--- src/rtl/csvt_pkg.sv ---
`timescale 1ns / 1ps
// csvt_pkg: shared types and character codes for the CSV byte tokenizer.
// No dependencies; imported by every module of the block.
package csvt_pkg;

    localparam logic [7:0] CH_QUOTE = 8'h22;
    localparam logic [7:0] CH_COMMA = 8'h2C;
    localparam logic [7:0] CH_CR    = 8'h0D;
    localparam logic [7:0] CH_LF    = 8'h0A;

    localparam int TDATA_W = 80;
    localparam int TUSER_W = 3;

    typedef enum logic [2:0] {
        Q_OUTSIDE = 3'b001,
        Q_INSIDE  = 3'b010,
        Q_PENDING = 3'b100
    } t_quote_state;

    // lexer events for one byte
    typedef struct packed {
        logic emit;
        logic close_cell;
        logic close_row;
        logic cell_has;     // cell holds content bytes after this byte
    } t_lex_ev;

    // row bookkeeping result for one byte
    typedef struct packed {
        logic        cell_end;
        logic        row_end;
        logic        row_is_header;
        logic [15:0] row_columns;
        logic [15:0] widest_row;
        logic        rows_ragged;
        logic [31:0] row_number;
    } t_trk_res;

endpackage

--- src/rtl/csvt_lexer.sv ---
`timescale 1ns / 1ps
// csvt_lexer: quote state machine and CR/LF handling for one byte per request.
// Depends on csvt_pkg.
module csvt_lexer (
    input  logic             i_clk,
    input  logic             i_rst_n,
    input  logic             i_accept,
    input  logic [7:0]       i_byte,
    input  logic             i_fin,
    output csvt_pkg::t_lex_ev o_ev
);
    import csvt_pkg::*;

    t_quote_state r_quote, n_quote;
    logic         r_skip, n_skip;
    logic         r_has, n_has;
    logic         emit, close_cell, close_row, go_out;

    always_comb begin
        n_quote    = r_quote;
        n_skip     = 1'b0;
        n_has      = r_has;
        emit       = 1'b0;
        close_cell = 1'b0;
        close_row  = 1'b0;
        go_out     = 1'b0;
        if (!(r_skip && i_byte == CH_LF)) begin
            unique case (r_quote)
                Q_PENDING: begin
                    if (i_byte == CH_QUOTE) begin
                        n_quote = Q_INSIDE;
                        emit    = 1'b1;
                    end else begin
                        n_quote = Q_OUTSIDE;
                        go_out  = 1'b1;
                    end
                end
                Q_INSIDE: begin
                    if (i_byte == CH_QUOTE) begin
                        n_quote = Q_PENDING;
                    end else begin
                        emit = 1'b1;
                    end
                end
                default: go_out = 1'b1;
            endcase
            if (go_out) begin
                priority if (i_byte == CH_QUOTE) begin
                    n_quote = Q_INSIDE;
                end else if (i_byte == CH_COMMA) begin
                    close_cell = 1'b1;
                end else if (i_byte == CH_CR || i_byte == CH_LF) begin
                    close_cell = 1'b1;
                    close_row  = 1'b1;
                    n_skip     = (i_byte == CH_CR);
                end else begin
                    emit = 1'b1;
                end
            end
            if (emit) begin
                n_has = 1'b1;
            end
            if (close_cell) begin
                n_has = 1'b0;
            end
        end
    end

    always_ff @(posedge i_clk) begin
        if (!i_rst_n) begin
            r_quote <= Q_OUTSIDE;
            r_skip  <= 1'b0;
            r_has   <= 1'b0;
        end else if (i_accept) begin
            if (i_fin) begin
                r_quote <= Q_OUTSIDE;
                r_skip  <= 1'b0;
                r_has   <= 1'b0;
            end else begin
                r_quote <= n_quote;
                r_skip  <= n_skip;
                r_has   <= n_has;
            end
        end
    end

    assign o_ev.emit       = emit;
    assign o_ev.close_cell = close_cell;
    assign o_ev.close_row  = close_row;
    assign o_ev.cell_has   = n_has;

    // a skipped LF only ever follows a CR, which leaves no open cell
    a_skip_no_cell: assert property (@(posedge i_clk) disable iff (!i_rst_n)
        r_skip |-> !r_has && r_quote == Q_OUTSIDE)
        else $error("pending LF skip with open cell or quoting");

endmodule

--- src/rtl/csvt_tracker.sv ---
`timescale 1ns / 1ps
// csvt_tracker: column and row counters, final flush, data-row width metrics.
// Depends on csvt_pkg; fed by csvt_lexer events.
module csvt_tracker #(
    parameter int unsigned MAX_COLUMNS = 65535
) (
    input  logic               i_clk,
    input  logic               i_rst_n,
    input  logic               i_accept,
    input  logic               i_fin,
    input  logic               i_hdr_mode,
    input  csvt_pkg::t_lex_ev  i_ev,
    output csvt_pkg::t_trk_res o_res
);
    import csvt_pkg::*;

    localparam logic [15:0] COL_CAP = (MAX_COLUMNS < 32'd65535) ?
                                      MAX_COLUMNS[15:0] : 16'hFFFF;

    function automatic logic [15:0] col_inc(input logic [15:0] c);
        col_inc = (c >= COL_CAP) ? COL_CAP : c + 16'd1;
    endfunction

    logic [15:0] r_col, n_col;
    logic [31:0] r_row, n_row;
    logic [15:0] r_first, n_first;
    logic        r_seen, n_seen;
    logic [15:0] r_max, n_max;
    logic        r_rag, n_rag;

    logic [15:0] col_a, col_after, width;
    logic        flush, row_close, hdr;

    always_comb begin
        col_a     = i_ev.close_cell ? col_inc(r_col) : r_col;
        col_after = i_ev.close_row ? 16'd0 : col_a;
        flush     = i_fin && (i_ev.cell_has || col_after != 16'd0);
        row_close = i_ev.close_row || flush;
        width     = i_ev.close_row ? col_a : col_inc(col_after);
        hdr       = i_hdr_mode && (r_row == 32'd0);

        n_max   = r_max;
        n_seen  = r_seen;
        n_first = r_first;
        n_rag   = r_rag;
        if (row_close && !hdr) begin
            if (width > r_max) begin
                n_max = width;
            end
            if (!r_seen) begin
                n_seen  = 1'b1;
                n_first = width;
            end else if (width != r_first) begin
                n_rag = 1'b1;
            end
        end
        n_row = (row_close && r_row != 32'hFFFF_FFFF) ? r_row + 32'd1 : r_row;
        n_col = row_close ? 16'd0 : col_after;
    end

    always_ff @(posedge i_clk) begin
        if (!i_rst_n || (i_accept && i_fin)) begin
            r_col   <= '0;
            r_row   <= '0;
            r_first <= '0;
            r_seen  <= 1'b0;
            r_max   <= '0;
            r_rag   <= 1'b0;
        end else if (i_accept) begin
            r_col   <= n_col;
            r_row   <= n_row;
            r_first <= n_first;
            r_seen  <= n_seen;
            r_max   <= n_max;
            r_rag   <= n_rag;
        end
    end

    assign o_res.cell_end      = i_ev.close_cell || flush;
    assign o_res.row_end       = row_close;
    assign o_res.row_is_header = row_close && hdr;
    assign o_res.row_columns   = row_close ? width : 16'd0;
    assign o_res.widest_row    = n_max;
    assign o_res.rows_ragged   = n_rag;
    assign o_res.row_number    = row_close ? r_row : 32'd0;

    a_fin_clears: assert property (@(posedge i_clk) disable iff (!i_rst_n)
        i_accept && i_fin |=> r_col == 16'd0 && r_row == 32'd0 && !r_seen)
        else $error("state not cleared after final byte");

    a_col_cap: assert property (@(posedge i_clk) disable iff (!i_rst_n)
        r_col <= COL_CAP && r_max <= COL_CAP)
        else $error("column count beyond cap");

    a_rag_seen: assert property (@(posedge i_clk) disable iff (!i_rst_n)
        r_rag |-> r_seen)
        else $error("ragged flag without a data row");

endmodule

--- src/rtl/csv_byte_tokenizer_top.sv ---
`timescale 1ns / 1ps
// csv_byte_tokenizer_top: RFC 4180 CSV tokenizer, one byte per request.
// Depends on csvt_pkg, csvt_lexer and csvt_tracker.
//
// Usage:
//   Input stream s_axis: tdata carries one file byte, tlast marks the final
//   byte of a file; that request closes any open row and then returns all
//   parsing state to its start, so the next byte begins a new file.
//   Output stream m_axis: exactly one result per input byte. tlast flags a
//   closed row; tuser carries the byte-valid, cell-end and header flags.
//   Configuration: i_cfg_we writes i_cfg_wdata into the header-mode bit;
//   write only while no request is in flight.
// Timing:
//   The result appears in the cycle after a request is accepted. The single
//   result register refills in the same cycle it is drained, so one byte per
//   cycle is sustained while m_axis_tready stays high.
// Reset: synchronous, active low; clears parser state, the result valid flag
//   and the header-mode bit.
// Stall: with a result held and m_axis_tready low, s_axis_tready drops and
//   the held result stays unchanged until taken.
module csv_byte_tokenizer_top #(
    parameter int unsigned MAX_COLUMNS = 65535
) (
    input  logic                          i_clk,
    input  logic                          i_rst_n,
    input  logic                          i_cfg_we,
    input  logic                          i_cfg_wdata,
    input  logic                          s_axis_tvalid,
    output logic                          s_axis_tready,
    input  logic [7:0]                    s_axis_tdata,  // [7:0] data_byte
    input  logic                          s_axis_tlast,  // final_byte
    output logic                          m_axis_tvalid,
    input  logic                          m_axis_tready,
    // [7:0] cell_byte, [23:8] row_columns, [39:24] widest_row,
    // [40] rows_ragged, [72:41] row_number, [79:73] zero
    output logic [csvt_pkg::TDATA_W-1:0]  m_axis_tdata,
    // [0] byte_valid, [1] cell_end, [2] row_is_header
    output logic [csvt_pkg::TUSER_W-1:0]  m_axis_tuser,
    output logic                          m_axis_tlast   // row_end
);
    import csvt_pkg::*;

    logic     r_hdr_mode;
    logic     accept;
    t_lex_ev  ev;
    t_trk_res res;

    logic        r_valid;
    logic        r_byte_valid;
    logic [7:0]  r_cell_byte;
    t_trk_res    r_res;

    assign s_axis_tready = !r_valid || m_axis_tready;
    assign accept        = s_axis_tvalid && s_axis_tready;

    always_ff @(posedge i_clk) begin
        if (!i_rst_n) begin
            r_hdr_mode <= 1'b0;
        end else if (i_cfg_we) begin
            r_hdr_mode <= i_cfg_wdata;
        end
    end

    csvt_lexer u_lexer (
        .i_clk    (i_clk),
        .i_rst_n  (i_rst_n),
        .i_accept (accept),
        .i_byte   (s_axis_tdata),
        .i_fin    (s_axis_tlast),
        .o_ev     (ev)
    );

    csvt_tracker #(
        .MAX_COLUMNS (MAX_COLUMNS)
    ) u_tracker (
        .i_clk      (i_clk),
        .i_rst_n    (i_rst_n),
        .i_accept   (accept),
        .i_fin      (s_axis_tlast),
        .i_hdr_mode (r_hdr_mode),
        .i_ev       (ev),
        .o_res      (res)
    );

    always_ff @(posedge i_clk) begin
        if (!i_rst_n) begin
            r_valid <= 1'b0;
        end else if (accept) begin
            r_valid <= 1'b1;
        end else if (m_axis_tready) begin
            r_valid <= 1'b0;
        end
    end

    always_ff @(posedge i_clk) begin
        if (accept) begin
            r_byte_valid <= ev.emit;
            r_cell_byte  <= ev.emit ? s_axis_tdata : 8'd0;
            r_res        <= res;
        end
    end

    assign m_axis_tvalid = r_valid;
    assign m_axis_tdata  = {7'd0, r_res.row_number, r_res.rows_ragged,
                            r_res.widest_row, r_res.row_columns, r_cell_byte};
    assign m_axis_tuser  = {r_res.row_is_header, r_res.cell_end, r_byte_valid};
    assign m_axis_tlast  = r_res.row_end;

    a_row_closes_cell: assert property (@(posedge i_clk) disable iff (!i_rst_n)
        r_valid && r_res.row_end |-> r_res.cell_end && r_res.row_columns != 16'd0)
        else $error("row closed without closing a cell");

    a_widest: assert property (@(posedge i_clk) disable iff (!i_rst_n)
        r_valid && r_res.row_end && !r_res.row_is_header
            |-> r_res.widest_row >= r_res.row_columns)
        else $error("widest row below a data row width");

endmodule

--- config.mk ---
export PLATFORM = sky130hd
export DESIGN_NAME = csv_byte_tokenizer_top
export DESIGN_NICKNAME = d
export VERILOG_FILES = /design/src/rtl/csvt_pkg.sv /design/src/rtl/csvt_lexer.sv /design/src/rtl/csvt_tracker.sv /design/src/rtl/csv_byte_tokenizer_top.sv
export SDC_FILE = /design/constraint.sdc
export NUM_CORES = 1
export LEC_CHECK = 0
export BUFFER_PORTS_ARGS = -buffer_cell sky130_fd_sc_hd__buf_2
export CAP_MARGIN = 0
export CORE_MARGIN = 4
export CORE_UTILIZATION = 51
export CTS_CLUSTER_SIZE = 28
export DETAILED_ROUTE_END_ITERATION = 6
export GPL_TIMING_DRIVEN = 0
export PLACE_DENSITY = 0.74
export SETUP_SLACK_MARGIN = 0.3
export SLEW_MARGIN = 40
export SYNTH_ARGS = -nofsm -noshare
export SYNTH_HDL_FRONTEND = slang
export SYNTH_SLANG_ARGS = --single-unit
--- constraint.sdc ---
create_clock -name i_clk -period 5.9 [get_ports i_clk]
set_input_delay 0.885 -clock i_clk [delete_from_list [all_inputs] [get_ports i_clk]]
set_output_delay 0.885 -clock i_clk [all_outputs]
set_load 0.02 [all_outputs]
==> flow_metrics.py, run 1 <==
metrics = {
    "die": {
        "design.core.area_um2": 18000,
        "row_count": 49,
        "dieArea_um2": 20500,
        "die_height_um": 143,
        "num_io_pins": 101,
        "initial_utilization_pct": 51.8,
        "die_w_um": 143,
    },
    "layout": {
        "area_growth_pct": 25.2,
        "finish.instance_area_um2": 11700,
        "final_layout_size_suffix_gt1_share_pct": 26.1,
        "antenna_cells": 0,
        "utilization_pct": 64.9,
        "finalNetCount": 1210,
    },
    "clock_network": {
        "cts_hold_buf": 0,
        "cts.sinks": 166,
        "tritoncts": "done",
        "root_buffer": "clkbuf_16",
        "clkTransAtPathRegs_ps": 70,
        "clk_path_buf_depth": 2,
        "h-tree-depth": 4,
        "clock_latency_ps": 440,
        "cts_inserted_buffers": 17,
    },
    "global_route": {
        "grtUsageTotal_pct": 25.1,
        "antenna_found_initial": 0,
        "grt_pass1_wl_um": 40900,
        "grt-ovfl-total": 0,
        "first_global_vias": 7853,
        "grt_max_degree": 25,
    },
    "critical_path": {
        "slowest_stage": "or3b_4",
        "start_kind": "input port",
        "arrival_ps": 6200,
        "path_common_cell": "o21a_1",
        "worstPathRequired_ps": 6200,
        "criticalPathCategory": "in -> reg",
        "crit_fanout": 6,
        "max_stage_delay_ps": 390,
        "endpoint_kind": "register",
    },
    "power_and_ir_drop": {
        "vdd_drop_max_mv": 0.207,
        "p_comb_share_pct": 13.2,
        "power.share.clock_pct": 40.5,
        "p_sw_share_pct": 28.1,
        "p_int_w": 0.00196,
        "p_total_w": 0.00272,
        "netSwitchingPower_w": 0.000763,
        "power.density_nw_per_um2": 233,
        "total_leakage_power_nw": 4.41,
        "p_seq_share_pct": 46.3,
    },
    "synthesis": {
        "synth_area_per_cell_um2": 9.24,
        "yosys_warnings": 0,
        "ys_seq_area_share_pct": 44.0,
        "ys_seq_elements": 166,
        "synth_edf_count": 77,
        "synthCells": 1007,
        "synthFlopType": "dfxtp_1",
        "synth_area_um2": 9310,
        "synthDistinctLibCells": 87,
        "async_reset_ff_share_pct": 0,
    },
    "place": {
        "dp_hpwl_um": 17800,
        "portBuffers": 92,
        "postPlaceCellArea_um2": 10400,
        "routabilityCongestion": 0.923,
        "preCtsSetupSlack_ps": -1390,
    },
    "timing": {
        "grt_setup_unrepaired": "true",
        "hold_viol": 0,
        "fmaxAchievable_ghz": 0.169,
        "setup_viol_count_final": 1,
        "slew_violations": 0,
        "hold_slack_ps": 446,
        "worst_pin_slew_ps": 848,
        "fin_crit_sh_pct": 100,
        "relSlewSlack_pct": 43.3,
        "finalCriticalPeriod_ps": 5900,
        "worst_slack_ps": -2.83,
        "clock_skew_ps": 11.0,
    },
    "drt": {
        "via_count": 8335,
        "first_iter_violations": 717,
        "wirelength_um": 25700,
        "wl_per_cell_um": 18.1,
        "drcViolationCount": 0,
        "postRouteAntennaNets": 0,
        "route.detailed.vias_per_inst": 5.89,
        "dr.pass1.iters": 5,
    },
    "outcome": {
        "status": "finished with violations",
        "violations": "negative setup slack",
    },
    "min_path": {
        "hold_class": "reg -> reg",
    },
    "run": {
        "maxCapViolCount": 0,
    },
}
[timing repair]
item | in CTS | in global routing
pin swaps | 26 | 7
gates resized for setup | 56 | 36
cloned | 3 | 1
endpoints found under the setup margin | 33 | 32
setup buffers | 34 | 9
[sequential cells by signal, summed over array words and instances, names as in the netlist]
name / cells
u_tracker.r_seen: 1
m_axis_tlast: 1
u_tracker.r_row: 32
m_axis_tvalid: 1
r_cell_byte: 8
r_hdr_mode: 1
r_byte_valid: 1
u_tracker.r_max: 16
m_axis_tdata: 65
m_axis_tuser: 2
u_lexer.r_skip: 1
u_tracker.r_first: 16
u_lexer.r_has: 1
u_lexer.r_quote: 3
u_tracker.r_col: 16
u_tracker.r_rag: 1
[per-stage QoR]
step | instances | setup TNS [ps]
after global routing | 1416 | -3160
after CTS | 1406 | 0
after global placement | 1334 | -40600
final | 1416 | -2.83
after floorplan | 1013 | -3410
after detailed placement | 1337 | -41060
[cells in the mapped netlist, types with 6 or more instances]
cell type / number / area [um2]
a21oi_1: 50 / 250
and2_1: 56 / 350
xnor2_1: 26 / 228
ha_1: 21 / 263
nor2_1: 123 / 462
and3_1: 11 / 68.8
mux2i_1: 14 / 140
xor2_1: 20 / 175
and4_1: 7 / 61.3
dfxtp_1: 89 / 1780
o21ai_0: 39 / 195
a41oi_1: 6 / 52.6
a22oi_1: 11 / 82.6
inv_1: 44 / 165
nand4_1: 25 / 156
edfxtp_1: 77 / 2310
nor2b_1: 18 / 113
buf_2: 9 / 45.0
nor4_1: 22 / 138
nand3_1: 33 / 165
clkbuf_1: 35 / 131
nand2b_1: 7 / 43.8
nand2_1: 83 / 312
o21a_1: 10 / 75.1
or3_1: 11 / 68.8
a211oi_1: 19 / 143
nor3_1: 19 / 95.1
buf_4: 15 / 113
o31ai_1: 7 / 52.6
[metal layers]
layer,GRT usage (%),up-vias,part of all wire [%]
met1,33.7,3941,42
met3,3.95,75,6.8
met2,40.7,363,48
met4,10.5,0,3.2
li1,-,3956,-
met5,0,-,0
[layout make-up]
type / count / area, um2
plain buffers: 62 / 454
clock buffers: 17 / 425
clock inverters: 15 / 154
fillers: 1415 / 6310
inverters: 44 / 168
multi-input cells: 741 / 5120
flip-flops and latches: 166 / 4100
well taps: 229 / 287
repair buffers: 142 / 950
[power by group through the flow]
stage / Sequential (W) / Combinational [W] / Clock, W
after global routing: 0.00126 / 0.000380 / 0.00116
after floorplan: 0.00133 / 0.000153 / 0
final: 0.00126 / 0.000360 / 0.00110
after global placement: 0.00129 / 0.000274 / 0
after CTS: 0.00126 / 0.000332 / 0.00111
after detailed placement: 0.00128 / 0.000286 / 0
[worst paths after layout]
kind / startpoint / end / slack, ps / cells after the start
worst min register to register: u_tracker.r_rag / u_tracker.r_rag / 450 / 2
worst min-delay path: u_tracker.r_rag / u_tracker.r_rag / 450 / 2
worst max-delay path: s_axis_tdata[0] / u_tracker.r_max[10] / -3 / 32
worst max register to register: u_tracker.r_col[1] / u_tracker.r_max[10] / 20 / 30
[worst max-delay path, delay by kind of cell]
kind / cells / cell delay [ps]
adder cells (fa/ha/maj): 2 / 360
AO/OA/AOI/OAI: 13 / 2280
buffers and inverters: 8 / 960
AND/OR/NAND/NOR: 9 / 1720
[cell families (layout without fill, tap and decap cells)]
kind of cell	after synthesis	after routing	share of synthesized area, %
AOI/OAI and AO/OA	189	189	14.1
muxes	21	21	2.59
other	1	7	0.0403
and+or+nand+nor	457	457	27.1
DFF	166	166	44.0
adders and majority gates	21	21	2.82
buffers and inverters	106	280	5.08
xor gates and xnor gates	46	46	4.33
[cell usage in the layout, fill, tap and decap left out, drive strengths merged, types with 5 or more instances in the layout]
| cell type | netlist | final |
|---|---|---|
| a41oi | 6 | 6 |
| nor2 | 123 | 123 |
| or3 | 12 | 12 |
| nor2b | 18 | 18 |
| a22oi | 11 | 11 |
| edfxtp | 77 | 77 |
| a21oi | 52 | 52 |
| o31ai | 8 | 8 |
| clkbuf | 35 | 53 |
| and4 | 7 | 7 |
| a211oi | 22 | 22 |
| inv | 44 | 53 |
| and3 | 12 | 12 |
| xor2 | 20 | 20 |
| nand2 | 84 | 84 |
| or4 | 7 | 7 |
| nor4 | 27 | 27 |
| o21ai | 40 | 40 |
| xnor2 | 26 | 26 |
| nand2b | 7 | 7 |
| nand4 | 28 | 28 |
| o21a | 10 | 10 |
| buf | 27 | 168 |
| nand3 | 34 | 34 |
| nor3 | 21 | 21 |
| ha | 21 | 21 |
| dfxtp | 89 | 89 |
| mux2i | 16 | 16 |
| clkinv | 0 | 5 |
| and2 | 57 | 57 |
| conb | 1 | 7 |
| mux2 | 5 | 5 |
Power figures use the tool's default switching activity.
==> inputs of run 2 (changes only) <==
--- a/config.mk
+++ b/config.mk
@@ -9,8 +9,10 @@
 export CAP_MARGIN = 0
 export CORE_MARGIN = 4
 export CORE_UTILIZATION = 51
+export CTS_BUF_LIST = sky130_fd_sc_hd__clkbuf_8
 export CTS_CLUSTER_SIZE = 28
 export DETAILED_ROUTE_END_ITERATION = 6
+export GPL_ROUTABILITY_DRIVEN = 0
 export GPL_TIMING_DRIVEN = 0
 export PLACE_DENSITY = 0.74
 export SETUP_SLACK_MARGIN = 0.3
==> run 2 against run 1 <==
The flow still finishes with violations (negative setup slack). Sequential power barely moved. Cell area fell by 0.11%. Clock skew increased by 1.4 ps. Critical path type unchanged. Critical endpoint is now u_tracker.r_max[11]. Largest cell class unchanged. Highest routed layer unchanged.
==> flow_metrics.py, run 2 (synthesis gave the netlist of run 1 again) <==
metrics = {
    "outcome": {
        "status": "finished with violations",
        "violations": "negative setup slack",
    },
    "layout": {
        "seq_area_um2": 4100,
        "utilization_pct": 64.8,
        "largest_reg_flops": 65,
        "mostFrequentLayoutCells": "nor2_1, buf_2, dfxtp_1, edfxtp_1, nand2_1",
        "antenna_cells": 0,
        "area_growth_pct": 25.1,
        "final_layout_size_suffix_gt1_share_pct": 28.3,
        "multi_input_comb_area_um2": 5210,
        "final_common_cell": "nor2_1",
        "fill_cells": 1423,
        "finalNetCount": 1222,
    },
    "run": {
        "maxCapViolCount": 0,
    },
    "global_route": {
        "grt_max_degree": 24,
        "first_global_vias": 7902,
        "grt_pass1_wl_um": 40800,
        "grtUsageTotal_pct": 25.0,
        "grt-ovfl-total": 0,
        "antenna_found_initial": 0,
    },
    "clock_network": {
        "tritoncts": "done",
        "cts_hold_buf": 0,
        "cts.sinks": 166,
        "h-tree-depth": 4,
        "clock_latency_ps": 470,
        "clk_path_buf_depth": 2,
        "root_buffer": "clkbuf_8",
        "cts_inserted_buffers": 17,
        "clkTransAtPathRegs_ps": 90,
    },
    "place": {
        "preCtsSetupSlack_ps": -1370,
        "portBuffers": 92,
        "dp_hpwl_um": 17900,
    },
    "power_and_ir_drop": {
        "power.density_nw_per_um2": 205,
        "total_leakage_power_nw": 4.46,
        "vdd_drop_max_mv": 0.136,
    },
    "critical_path": {
        "worstPathRequired_ps": 6240,
        "max_stage_delay_ps": 390,
        "crit_fanout": 7,
        "start_kind": "input port",
        "endpoint_kind": "register",
        "path_common_cell": "a21o_1",
        "arrival_ps": 6330,
        "criticalPathCategory": "in -> reg",
        "slowest_stage": "or3b_4",
    },
    "drt": {
        "wl_per_cell_um": 18.5,
        "via_count": 8422,
        "drcViolationCount": 0,
        "dr.pass1.iters": 6,
        "postRouteAntennaNets": 0,
        "first_iter_violations": 728,
        "wirelength_um": 26400,
        "route.detailed.vias_per_inst": 5.90,
    },
    "timing": {
        "setup_viol_count_final": 16,
        "clock_skew_ps": 12.4,
        "fin_crit_sh_pct": 101,
        "slew_violations": 0,
        "worst_slack_ps": -81.4,
        "fmaxAchievable_ghz": 0.167,
        "hold_viol": 0,
        "worst_pin_slew_ps": 840,
        "finalCriticalPeriod_ps": 5980,
        "relSlewSlack_pct": 43.6,
        "grt_setup_unrepaired": "true",
    },
    "die": {
        "die_w_um": 143,
        "initial_utilization_pct": 51.8,
        "die_height_um": 143,
        "design.core.area_um2": 18000,
        "num_io_pins": 101,
        "dieArea_um2": 20500,
        "row_count": 49,
    },
    "min_path": {
        "hold_class": "reg -> reg",
    },
}
[run 2: cell types whose count changed in the layout (fill, tap and decap cells not counted), sizes merged]
cell,before,now
clkinv,5,7
clkbuf,53,47
buf,168,186
inv,53,51
[run 2: cell type report]
cell class,instances,area share (%)
Sequential cell,166,35.2
Multi-Input combinational cell,741,44.7
Clock inverter,15,1.03
Buffer,62,3.80
Tap cell,229,2.46
Timing Repair Buffer,154,9.27
Inverter,44,1.46
Clock buffer,17,2.01
[run 2: per-stage QoR]
step           cell area [um2]  setup TNS [ps]  total power, W  cells  hold WS, ps
3_5_place_dp             10400          -40690         0.00157   1338          437
6_report                 11600            -729         0.00239   1428          452
2_1_floorplan             9540           -3410         0.00148   1013          422
3_3_place_gp             10300          -37590         0.00156   1334          432
4_1_cts                  11300               0         0.00236   1405          451
5_1_grt                  11600           -3820         0.00248   1428          508
[run 2: repair_timing]
action,in CTS,in global routing
pin swaps,28,11
setup endpoints to repair,33,32
buffers inserted,32,22
cloned,3,1
gates resized for setup,55,74
[run 2: worst paths after layout]
| path | endpoint | slack, ps | cells after the start | startpoint |
|---|---|---|---|---|
| worst max-delay path | u_tracker.r_max[11] | -80 | 33 | s_axis_tdata[0] |
| worst min-delay path | u_tracker.r_rag | 450 | 2 | u_tracker.r_rag |
| worst max register to register | u_tracker.r_max[11] | -40 | 29 | u_tracker.r_col[1] |
| worst min register to register | u_tracker.r_rag | 450 | 2 | u_tracker.r_rag |
[run 2: worst max-delay path, delay by kind of cell]
family / cells / cell delay, ps
and+or+nand+nor: 13 / 2140
buffers and inverters: 7 / 760
AOI/OAI and AO/OA: 11 / 2090
adders and majority gates: 2 / 430
[run 2: power by group]
group	total, W	switching, W	internal [W]	leakage (nW)
Clock	0.000754	0.000454	0.000300	0.187
Sequential	0.00126	0.0000168	0.00124	1.49
Combinational	0.000375	0.000224	0.000151	2.79
Total	0.00239	0.000694	0.00169	4.46
[run 2: per-layer routing]
metal / global-route usage, % / vias to the layer above / part of all wire, %
li1: - / 3973 / -
met1: 32.5 / 3980 / 42
met2: 41.4 / 383 / 48
met3: 4.99 / 86 / 6.7
met4: 9.45 / 0 / 3.6
met5: 0 / - / 0
